<file path="src/hw/rtl/hdu_pkg.sv">
// shared types and constants for the half-duplex uart
`default_nettype none
package hdu_pkg;

  localparam int unsigned PERIOD_W = 16;
  localparam int unsigned CFG_DATA_W = 16;

  localparam logic [1:0] ACT_IDLE = 2'd0;
  localparam logic [1:0] ACT_TX   = 2'd1;
  localparam logic [1:0] ACT_RX   = 2'd2;

  localparam logic [3:0] FRAME_BITS = 4'd10;

  localparam logic CFG_BIT_PERIOD = 1'b0;
  localparam logic CFG_RX_ENABLE  = 1'b1;

  typedef struct packed {
    logic       tx_level;
    logic       rx_valid;
    logic [7:0] rx_byte;
    logic       tx_busy;
    logic       rx_busy;
    logic       send_refused;
  } hdu_result_t;

endpackage
`default_nettype wire

</file>
<file path="src/hw/rtl/hdu_core.sv">
// per-tick uart state update: transmit framing, receive sampling, frame check
`default_nettype none
module hdu_core (
  input  wire logic                          clk,
  input  wire logic                          rst_n,
  input  wire logic                          step,
  input  wire logic                          rx_level,
  input  wire logic                          send_valid,
  input  wire logic [7:0]                    send_byte,
  input  wire logic [hdu_pkg::PERIOD_W-1:0]  bit_period,
  input  wire logic                          rx_enable,
  output hdu_pkg::hdu_result_t               result
);
  import hdu_pkg::*;

  logic [1:0]          act_r, act_nxt;
  logic [PERIOD_W-1:0] cnt_r, cnt_nxt;
  logic [3:0]          bits_r, bits_nxt;
  logic [9:0]          txs_r, txs_nxt;
  logic [9:0]          rxs_r, rxs_nxt;
  logic                prev_r, prev_nxt;
  logic                line_r, line_nxt;
  logic                nlev_r, nlev_nxt;
  logic [7:0]          held_r, held_nxt;
  logic                got;
  logic                refused;
  logic                fall;
  logic                evt;

  always_comb begin
    act_nxt  = act_r;
    cnt_nxt  = cnt_r;
    bits_nxt = bits_r;
    txs_nxt  = txs_r;
    rxs_nxt  = rxs_r;
    line_nxt = line_r;
    nlev_nxt = nlev_r;
    held_nxt = held_r;
    prev_nxt = rx_level;
    got      = 1'b0;
    refused  = 1'b0;
    fall     = prev_r & ~rx_level;
    evt      = (cnt_r <= PERIOD_W'(1));
    priority if (act_r != ACT_RX && rx_enable && fall) begin
      act_nxt  = ACT_RX;
      cnt_nxt  = bit_period >> 1;
      bits_nxt = FRAME_BITS;
      rxs_nxt  = '0;
      nlev_nxt = 1'b1;
      refused  = send_valid;
    end else if (send_valid && act_r == ACT_IDLE) begin
      act_nxt  = ACT_TX;
      cnt_nxt  = bit_period;
      bits_nxt = FRAME_BITS;
      txs_nxt  = {1'b1, send_byte, 1'b0};
      nlev_nxt = 1'b1;
    end else begin
      refused = send_valid;
      if (act_r == ACT_TX || act_r == ACT_RX) begin
        if (evt) begin
          cnt_nxt  = bit_period;
          line_nxt = nlev_r;
          priority if (bits_r == 4'd0) begin
            act_nxt = ACT_IDLE;
            if (act_r == ACT_RX && rxs_r[9] && !rxs_r[0]) begin
              held_nxt = rxs_r[8:1];
              got      = 1'b1;
            end
          end else if (act_r == ACT_TX) begin
            nlev_nxt = txs_r[0];
            txs_nxt  = {1'b0, txs_r[9:1]};
            bits_nxt = bits_r - 4'd1;
          end else begin
            rxs_nxt  = {rx_level, rxs_r[9:1]};
            bits_nxt = bits_r - 4'd1;
          end
        end else begin
          cnt_nxt = cnt_r - PERIOD_W'(1);
        end
      end else begin
        act_nxt = ACT_IDLE;
      end
    end
  end

  always_comb begin
    result.tx_level     = line_nxt;
    result.rx_valid     = got;
    result.rx_byte      = held_nxt;
    result.tx_busy      = (act_nxt == ACT_TX);
    result.rx_busy      = (act_nxt == ACT_RX);
    result.send_refused = refused;
  end

  always_ff @(posedge clk) begin
    if (!rst_n) begin
      act_r  <= ACT_IDLE;
      cnt_r  <= '0;
      bits_r <= '0;
      txs_r  <= '0;
      rxs_r  <= '0;
      prev_r <= 1'b1;
      line_r <= 1'b1;
      nlev_r <= 1'b1;
      held_r <= '0;
    end else if (step) begin
      act_r  <= act_nxt;
      cnt_r  <= cnt_nxt;
      bits_r <= bits_nxt;
      txs_r  <= txs_nxt;
      rxs_r  <= rxs_nxt;
      prev_r <= prev_nxt;
      line_r <= line_nxt;
      nlev_r <= nlev_nxt;
      held_r <= held_nxt;
    end
  end

endmodule
`default_nettype wire

</file>
<file path="src/hw/rtl/half_duplex_uart_8n1.sv">
// half-duplex 8n1 uart top level: request register, tick update, result register
// a request enters the input register; its result then goes to the result register on the outputs
// throughput: one request per cycle while the result register is not held, one result per request
// the input register and the per-tick state update in the core set that figure
// ready drops only while the input register is full and the result register is full and not taken
// reset (synchronous, rst_n low): lines at mark, idle, bit_period 104, rx enabled
`default_nettype none
module half_duplex_uart_8n1 (
  input  wire logic                          clk,
  input  wire logic                          rst_n,
  input  wire logic                          cfg_wr_en,
  input  wire logic                          cfg_index,
  input  wire logic [hdu_pkg::CFG_DATA_W-1:0] cfg_wdata,
  input  wire logic                          in_valid,
  output logic                               in_ready,
  input  wire logic                          in_rx_level,
  input  wire logic                          in_send_valid,
  input  wire logic [7:0]                    in_send_byte,
  output logic                               out_valid,
  input  wire logic                          out_ready,
  output logic                               out_tx_level,
  output logic                               out_rx_valid,
  output logic [7:0]                         out_rx_byte,
  output logic                               out_tx_busy,
  output logic                               out_rx_busy,
  output logic                               out_send_refused
);
  import hdu_pkg::*;

  logic [PERIOD_W-1:0] bit_period_r;
  logic                rx_enable_r;
  logic                s1_valid_r;
  logic                s1_rx_r;
  logic                s1_send_r;
  logic [7:0]          s1_byte_r;
  logic                out_valid_r;
  hdu_result_t         out_r;
  hdu_result_t         core_result;
  logic                advance;
  logic                step;

  assign advance  = !out_valid_r || out_ready;
  assign step     = s1_valid_r && advance;
  assign in_ready = !s1_valid_r || advance;

  always_ff @(posedge clk) begin
    if (!rst_n) begin
      bit_period_r <= PERIOD_W'(104);
      rx_enable_r  <= 1'b1;
    end else if (cfg_wr_en) begin
      unique case (cfg_index)
        CFG_BIT_PERIOD: bit_period_r <= cfg_wdata[PERIOD_W-1:0];
        CFG_RX_ENABLE:  rx_enable_r  <= cfg_wdata[0];
      endcase
    end
  end

  always_ff @(posedge clk) begin
    if (!rst_n) begin
      s1_valid_r <= 1'b0;
    end else if (in_ready) begin
      s1_valid_r <= in_valid;
    end
  end

  always_ff @(posedge clk) begin
    if (in_ready && in_valid) begin
      s1_rx_r   <= in_rx_level;
      s1_send_r <= in_send_valid;
      s1_byte_r <= in_send_byte;
    end
  end

  hdu_core u_core (
    .clk        (clk),
    .rst_n      (rst_n),
    .step       (step),
    .rx_level   (s1_rx_r),
    .send_valid (s1_send_r),
    .send_byte  (s1_byte_r),
    .bit_period (bit_period_r),
    .rx_enable  (rx_enable_r),
    .result     (core_result)
  );

  always_ff @(posedge clk) begin
    if (!rst_n) begin
      out_valid_r <= 1'b0;
    end else if (advance) begin
      out_valid_r <= s1_valid_r;
    end
  end

  always_ff @(posedge clk) begin
    if (step) begin
      out_r <= core_result;
    end
  end

  assign out_valid        = out_valid_r;
  assign out_tx_level     = out_r.tx_level;
  assign out_rx_valid     = out_r.rx_valid;
  assign out_rx_byte      = out_r.rx_byte;
  assign out_tx_busy      = out_r.tx_busy;
  assign out_rx_busy      = out_r.rx_busy;
  assign out_send_refused = out_r.send_refused;

  // transmit and receive never run together
  a_busy_excl: assert property (@(posedge clk) disable iff (!rst_n)
    out_valid_r |-> !(out_r.tx_busy && out_r.rx_busy))
    else $error("tx and rx busy together");

  // a completed frame leaves the block idle
  a_done_idle: assert property (@(posedge clk) disable iff (!rst_n)
    (out_valid_r && out_r.rx_valid) |-> (!out_r.tx_busy && !out_r.rx_busy))
    else $error("rx_valid while busy");

  // a stalled request stays in the input register
  a_s1_hold: assert property (@(posedge clk) disable iff (!rst_n)
    (s1_valid_r && !advance) |=> (s1_valid_r && $stable(s1_byte_r) && $stable(s1_send_r)))
    else $error("stalled request lost");

  // a held result is not overwritten
  a_out_hold: assert property (@(posedge clk) disable iff (!rst_n)
    (out_valid_r && !out_ready) |=> $stable(out_r))
    else $error("held result changed");

endmodule
`default_nettype wire

</file>
<file path="config.mk">
export PLATFORM = sky130hd
export DESIGN_NAME = half_duplex_uart_8n1
export DESIGN_NICKNAME = d
export VERILOG_FILES = /design/src/hw/rtl/hdu_pkg.sv /design/src/hw/rtl/hdu_core.sv /design/src/hw/rtl/half_duplex_uart_8n1.sv
export SDC_FILE = /design/constraint.sdc
export NUM_CORES = 1
export LEC_CHECK = 0
export BUFFER_PORTS_ARGS = -buffer_cell sky130_fd_sc_hd__buf_4
export CAP_MARGIN = 30
export CELL_PAD_IN_SITES_DETAIL_PLACEMENT = 1
export CELL_PAD_IN_SITES_GLOBAL_PLACEMENT = 1
export CORE_UTILIZATION = 42
export DETAILED_ROUTE_END_ITERATION = 7
export HOLD_SLACK_MARGIN = 0.02
export PLACE_DENSITY_LB_ADDON = 0.2
export SLEW_MARGIN = 20
export SYNTH_ARGS = -nofsm -noshare
export SYNTH_HDL_FRONTEND = slang
export SYNTH_HIERARCHICAL = 1
export SYNTH_SLANG_ARGS = --single-unit
export TNS_END_PERCENT = 50
</file>
<file path="constraint.sdc">
create_clock -name clk -period 2.8 [get_ports clk]
set_clock_uncertainty 0.2 [all_clocks]
set_input_delay 0.28 -clock clk [delete_from_list [all_inputs] [get_ports clk]]
set_output_delay 0.28 -clock clk [all_outputs]
set_load 0.05 [all_outputs]
</file>
-- After elaboration in Yosys (flattened, before gate mapping)
Cells that the tools add are included.
W data, S select, Z words.
- add/subtract/negate cells: 2
- $lt $le $gt $ge: 1
- reductions and logical operators: 31
- equal/unequal tests: 10
- muxes and demuxes: 44
- bitwise logic cells: 7
- operators by type and width (cell ; count):
    $mux W10 ; 11
    $mux W16 ; 4
    $mux W8 ; 6
    $mux W4 ; 5
    $le A16 B1 Y1 const B ; 1
    $sub A16 B1 Y16 const B ; 1
    $mux W1 ; 13
    $reduce_and A6 Y1 ; 2
    $mux W2 ; 5
    $reduce_bool A2 Y1 ; 5
    $reduce_bool A3 Y1 ; 3
    $ne A2 B1 Y1 const B ; 4
    $logic_and A1 B1 Y1 ; 7
    $not A1 Y1 ; 6
    $reduce_and A2 Y1 ; 3
    $reduce_and A5 Y1 ; 1
    $reduce_or A5 Y1 ; 1
    $eq A2 B1 Y1 const B ; 2
    $eq A2 B2 Y1 const B ; 2
    $logic_not A4 Y1 ; 1
    $reduce_and A4 Y1 ; 1
    $sub A4 B1 Y4 const B ; 1
    $logic_not A1 Y1 ; 3
    $logic_or A1 B1 Y1 ; 3
    other kinds (4) ; 4
- output and inout port bits: 15
- bits of input ports: 32
- flip-flop bits (word level): 95

-- Depth between registers and ports, before layout
- depth in word-level cells: 9
- depth in mapped cells: 9

-- Cells and area by module
The synthesis kept the hierarchy.
- by module, submodules not included (module ; cells an instance ; instances ; area an instance (um^2)):
    hdu_core ; 352 ; 1 ; 3113.0
    half_duplex_uart_8n1 ; 106 ; 1 ; 1477.7

-- Worst setup path before layout
OpenSTA, ideal clock, no wires.
- kind: reg2reg
- from: register out_valid_r, in the netlist out_valid
- to: register u_core.bits_r[1]
- cell stages (with the launch flop): 7
- data arrival time: 2745 ps
- path buffers: 0
- required time: 2529 ps
- setup slack: -215 ps
- cells stage by stage: dfxtp_1 -> nor2b_1 -> nor2b_1 -> o311ai_0 -> nor3_1 -> mux2_2 -> a21oi_1
- cells in the longest elaborated chain, start to end: 4
- ends and longest elaborated chain (item ; RTL line ; text):
    from (decl) ; half_duplex_uart_8n1.sv:36 ; logic out_valid_r;
    from (signal assigned) ; half_duplex_uart_8n1.sv:90 ; out_valid_r <= s1_valid_r;
    $logic_not A1 Y1 ; half_duplex_uart_8n1.sv:42 ; assign advance = !out_valid_r || out_ready;
    $logic_or A1 B1 Y1 ; half_duplex_uart_8n1.sv:42 ;
    $logic_and A1 B1 Y1 ; half_duplex_uart_8n1.sv:43 ; assign step = s1_valid_r && advance;
    via step ; half_duplex_uart_8n1.sv:40 ; logic step;
    $reduce_and A4 Y1 (no line) ; n/a ;
    to (signal assigned) ; hdu_core.sv:109 ; bits_r <= bits_nxt;
    to (decl) ; hdu_core.sv:18 ; logic [3:0] bits_r, bits_nxt;
The timed path passes the listed nets, and every way through them passes these cells.
A chain may end at the register's enable or synchronous reset.

-- Worst setup path in the final report
- from: register u_core.act_r[1]
- to: register u_core.held_r[7]
- cells in the longest elaborated chain, start to end: 9
- elaborated cells on any way between the ends: 16
- classes of those cells: 3 x eq/ne; 6 x mux; 7 x reduce/logical
- ends and longest elaborated chain (item ; RTL line ; text):
    from (decl) ; hdu_core.sv:16 ; logic [1:0] act_r, act_nxt;
    from (signal assigned) ; hdu_core.sv:107 ; act_r <= act_nxt;
    $eq A2 B2 Y1 ; hdu_core.sv:59, hdu_core.sv:65 ;
    $logic_and A1 B1 Y1 (2 in a row) ; hdu_core.sv:65 ; if (act_r == ACT_RX && rxs_r[9] && !rxs_r[0]) begin
    $mux W8 ; hdu_core.sv:65 ;
    $mux W8 ; hdu_core.sv:63 ; priority if (bits_r == 4'd0) begin
    $mux W8 ; hdu_core.sv:60 ; if (evt) begin
    $mux W8 ; hdu_core.sv:59 ; if (act_r == ACT_TX || act_r == ACT_RX) begin
    $mux W8 ; hdu_core.sv:51 ; end else if (send_valid && act_r == ACT_IDLE) begin
    $mux W8 (*) ; hdu_core.sv:44 ; priority if (act_r != ACT_RX && rx_enable && fall) begin
    to (signal assigned) ; hdu_core.sv:115 ; held_r <= held_nxt;
    to (decl) ; hdu_core.sv:24 ; logic [7:0] held_r, held_nxt;
Mark *: on every way between the ends. The rest lies on a longest branch, timed or not.

==> implementation parameters <==
Parameter                              Value

Yosys
  Library cell with the highest instance count after synthesis ... sky130_fd_sc_hd__dfxtp_1
  Sequential area share after synthesis ... 0.464
  Dominant register cell in the synthesized netlist ... sky130_fd_sc_hd__dfxtp_1
  Count of flip-flops with a built-in enable after synthesis ... 23
  Syn Nets ... roughly 500
  Leading cell types by total area after synthesis ... sky130_fd_sc_hd__dfxtp_1, sky130_fd_sc_hd__edfxtp_1, sky130_fd_sc_hd__mux2i_1
  Async set-or-reset flop fraction in the synthesized netlist ... 0
  Post-Syn Area per Cell ... 10.0 µm²
  Cells after synthesis ... ~460
  Ranking of synthesized cells by instance count ... sky130_fd_sc_hd__dfxtp_1, sky130_fd_sc_hd__nand2_1, sky130_fd_sc_hd__mux2i_1, sky130_fd_sc_hd__edfxtp_1, sky130_fd_sc_hd__nand3_1
  Cell type with the largest total area after synthesis ... sky130_fd_sc_hd__dfxtp_1
  Post-synth cell types ... slightly below 70
  Flip-flop and latch count after synthesis ... 95
  Top-area cell type share of the netlist area ... 0.314
  Synthesis warning total ... 6
  Combined area of all synthesized cells ... 4590 µm²

Global route
  Overall overflow remaining after global route ... 0
  Wire length of the first global-routing pass ... ~19000 µm
  Number of global-route vias before repair ... between 3000 and 4000
  All-layer global routing usage ... 0.220
  Maximum number of pins on one net before global-route repair ... 44
  Initial antenna violation count ... 0

Timing
  Setup-violating endpoint count in the final report ... 0
  Post-route setup TNS ... 0 ns
  Smallest setup slack after layout ... ~0.22 ns
  Number of max-slew violations in the final report ... 0
  Unrepaired setup endpoints after global routing ... false
  Measured slew at the worst slew-check pin ... between 0.6 and 0.7 ns
  Post-route worst hold slack ... 0.0279 ns
  Count of endpoints failing hold in the final timing report ... 0
  Headroom to the max-slew limit ... 0.552
  Tmin final ... ~2.6 ns
  Period Utilization, post-route ... 0.922
  Highest achievable clock rate ... 387 MHz

Floorplan
  Vertical die dimension ... around 110 µm
  Overall die width ... about 110 µm
  Count of standard-cell rows ... 37
  Initial core utilization ... 0.439
  Core box area ... 10500 µm²
  Die footprint ... ~11000 µm²
  I/O Pins ... 47

Min path
  Hold Path End ... s1_valid_r$_SDFFE_PN0P_
  Class of the tightest hold or removal check ... in2reg
  Min-delay src ... out_ready
  Hold Path Depth ... 3

CTS
  Post-CTS setup repair buffer count ... 0
  Number of buffers inserted during clock tree synthesis ... 9
  Worst-Skew Late Latency ... between 0.3 and 0.4 ns
  CTS tree ... yes
  Cell at the root of the clock tree ... sky130_fd_sc_hd__clkbuf_8
  Number of sinks on the clock net ... between 90 and 100
  Largest buffer count on any clock path ... 2
  Maximum level of the CTS H-tree ... 3
  CTS clock-pin slew for the worst setup and hold paths ... ~0.090 ns

Route
  Post-DRT Antenna Nets ... 0
  Total wire length after detailed routing ... 11800 µm
  Vias ... 3807
  Detailed Route Iter0 Violations ... roughly 150
  Post-detailed-route via-to-cell ratio ... approximately 5.6
  Average wire per standard cell ... between 15 and 20 µm
  Remaining design rule violation count ... 0
  Pre-antenna DRT Iters ... 4

Pwr
  Maximum vdd drop ... between 0.2 and 0.3 mV
  Leakage power of the design ... 2.24 nW
  Total power ... roughly 0.0031 W
  Power Dens Cells ... 561 nW/µm²

Setup path
  Worst-path fanout max ... 8
  Startpoint of the worst-slack reg-to-reg timing path ... u_core/act_r[1]$_SDFFE_PN0P_
  R2R cell count ... 7
  Count of buffer and inverter cells on the critical path ... 1
  Register-to-register path setup slack ... approximately 0.22 ns
  Required time worst endpoint ... between 2 and 3 ns
  Setup CP Type ... reg2reg
  Crit-path leading delay family ... simple AND/OR/NAND/NOR gates
  Category of the worst setup path capture point ... flip-flop
  Maximum single-stage delay on the critical path ... 0.42 ns
  CP arrival ... about 2.6 ns
  Startpoint type of the worst setup path ... flip-flop
  Worst path slowest cell ... sky130_fd_sc_hd__ha_1
  Reg2reg end ... u_core/held_r[7]$_SDFFE_PN0P_
  Cells along the critical path ... inv_1 > ha_1 > a21bo_2 > nor4_4 > nand4_2 > mux2i_1 > nor2_1

Job
  Max-Cap Viols ... 0

Placed design
  RePlAce Congestion ... 0.815
  HPWL after detailed placement ... ~8100 µm
  Placed Cells incl. Taps ... between 600 and 700
  Number of port buffers ... 46
  Post-placement worst setup slack ... around 0.12 ns

Cells and area
  Proportion of layout cells with a drive suffix above 1 ... 0.202
  Synth-to-layout area growth ... 21.9%
  Antenna cells ... 0
  Number of nets at the end of the flow ... about 570
  Final standard cell count with taps included and fillers excluded ... between 600 and 700

Outcome
  Status ... completed
## sequential cells by signal, summed over array words and instances, names as in the netlist, 2 cells and up
| name | cells |
|---|---|
| bit_period_r | 16 |
| u_core/act_r | 2 |
| u_core/txs_r | 10 |
| u_core/cnt_r | 16 |
| s1_byte_r | 8 |
| u_core/bits_r | 4 |
| out_rx_byte | 8 |
| u_core/held_r | 8 |
| u_core/rxs_r | 10 |
## layout make-up
class,instances,area [µm²]
inverter,13,48.8
sequential,95,2130
fill,1201,4870
clock buffer,11,153
clock inverter,5,55.1
timing repair buffer,92,766
tap,136,170
multi-input combinational,323,2270
## cell usage in the layout, fill, tap and decap left out, drive strengths merged, types with 2 or more instances in the layout
master,netlist,layout
o22ai,13,13
nor2,19,19
clkbuf,13,11
or3,3,3
o31ai,4,4
nand3b,5,5
edfxtp,23,23
a221o,2,2
mux2i,30,30
and2,5,5
a22o,5,5
dfxtp,72,72
a22oi,9,9
o221ai,8,8
clkinv,1,3
buf,14,62
a21boi,3,3
a21oi,19,19
xor2,4,4
nor2b,3,3
nor3,10,10
o21ai,10,10
o211ai,6,6
nor4,8,8
or4,5,5
nand3,23,23
dlygate4sd3,0,30
mux2,10,10
nand4,6,6
nand4b,2,2
inv,12,13
xnor2,11,11
and3,9,9
ha,7,7
a31oi,9,9
nand2,59,59
o41ai,2,2
## how the worst max path moves through the flow
stage	startpoint	depth (start not counted)	to	slack, ns
3_3_place_gp	u_core/act_r[0]$_SDFFE_PN0P_	6	out_rx_byte[3]$_DFFE_PP_	0.25
2_1_floorplan	out_valid$_SDFFE_PN0P_	8	u_core/cnt_r[12]$_SDFFE_PN0P_	0.14
5_1_grt	u_core/act_r[1]$_SDFFE_PN0P_	7	u_core/held_r[7]$_SDFFE_PN0P_	0.06
6_report	u_core/act_r[1]$_SDFFE_PN0P_	7	u_core/held_r[7]$_SDFFE_PN0P_	0.22
4_1_cts	u_core/act_r[1]$_SDFFE_PN0P_	7	u_core/held_r[5]$_SDFFE_PN0P_	0.13
3_5_place_dp	u_core/act_r[1]$_SDFFE_PN0P_	7	u_core/held_r[5]$_SDFFE_PN0P_	0.12
## layer usage
layer | up-vias | share of wire | global-route usage | wire length (µm)
li1 | 1848 | - | - | -
met1 | 1879 | 0.46 | 0.277 | 5360
met2 | 63 | 0.50 | 0.377 | 5880
met3 | 17 | 0.027 | 0.0368 | 320
met4 | 0 | 0.019 | 0.0832 | 223
met5 | - | 0 | 0 | 0
## timing repair
| action | in CTS | in global routing |
|---|---|---|
| hold endpoints to repair | 27 | 0 |
| hold buffers | 30 | 0 |
| setup endpoints to repair | 0 | 9 |
| resized for setup | 0 | 1 |
## power by group
| part | switching [W] | internal, W | leakage (nW) |
|---|---|---|---|
| clock | 0.000485 | 0.000466 | 0.103 |
| combinational | 0.000396 | 0.000278 | 1.33 |
| sequential | 0.0000521 | 0.00146 | 0.800 |
| total | 0.000933 | 0.00221 | 2.24 |
## cell families (layout without fill, tap and decap cells)
kind of cell    after synthesis  after routing  synth area share
buf+inv                      40            121            0.0436
compound gates               97             97             0.157
simple gates                164            164             0.197
flops                        95             95             0.464
fa+ha+maj                     7              7            0.0191
xor+xnor                     15             15            0.0286
mux                          40             40            0.0899
## stage by stage
| step | util | instance area, µm² |
|---|---|---|
| 6_report | 0.535 | 5590 |
| 2_1_floorplan | - | 4590 |
| 3_3_place_gp | 0.485 | 5080 |
| 3_5_place_dp | 0.485 | 5080 |
| 5_1_grt | 0.535 | 5590 |
| 4_1_cts | 0.534 | 5590 |
## worst register-to-register path, cell delays in order, from the launching register on
cell and delay, ns:
sky130_fd_sc_hd__dfxtp_1 0.36, sky130_fd_sc_hd__inv_1 0.11, sky130_fd_sc_hd__ha_1 0.42, sky130_fd_sc_hd__a21bo_2 0.32, sky130_fd_sc_hd__nor4_4 0.31, sky130_fd_sc_hd__nand4_2 0.42, sky130_fd_sc_hd__mux2i_1 0.28, sky130_fd_sc_hd__nor2_1 0.06
No activity file was read; power rests on OpenSTA's default activity.
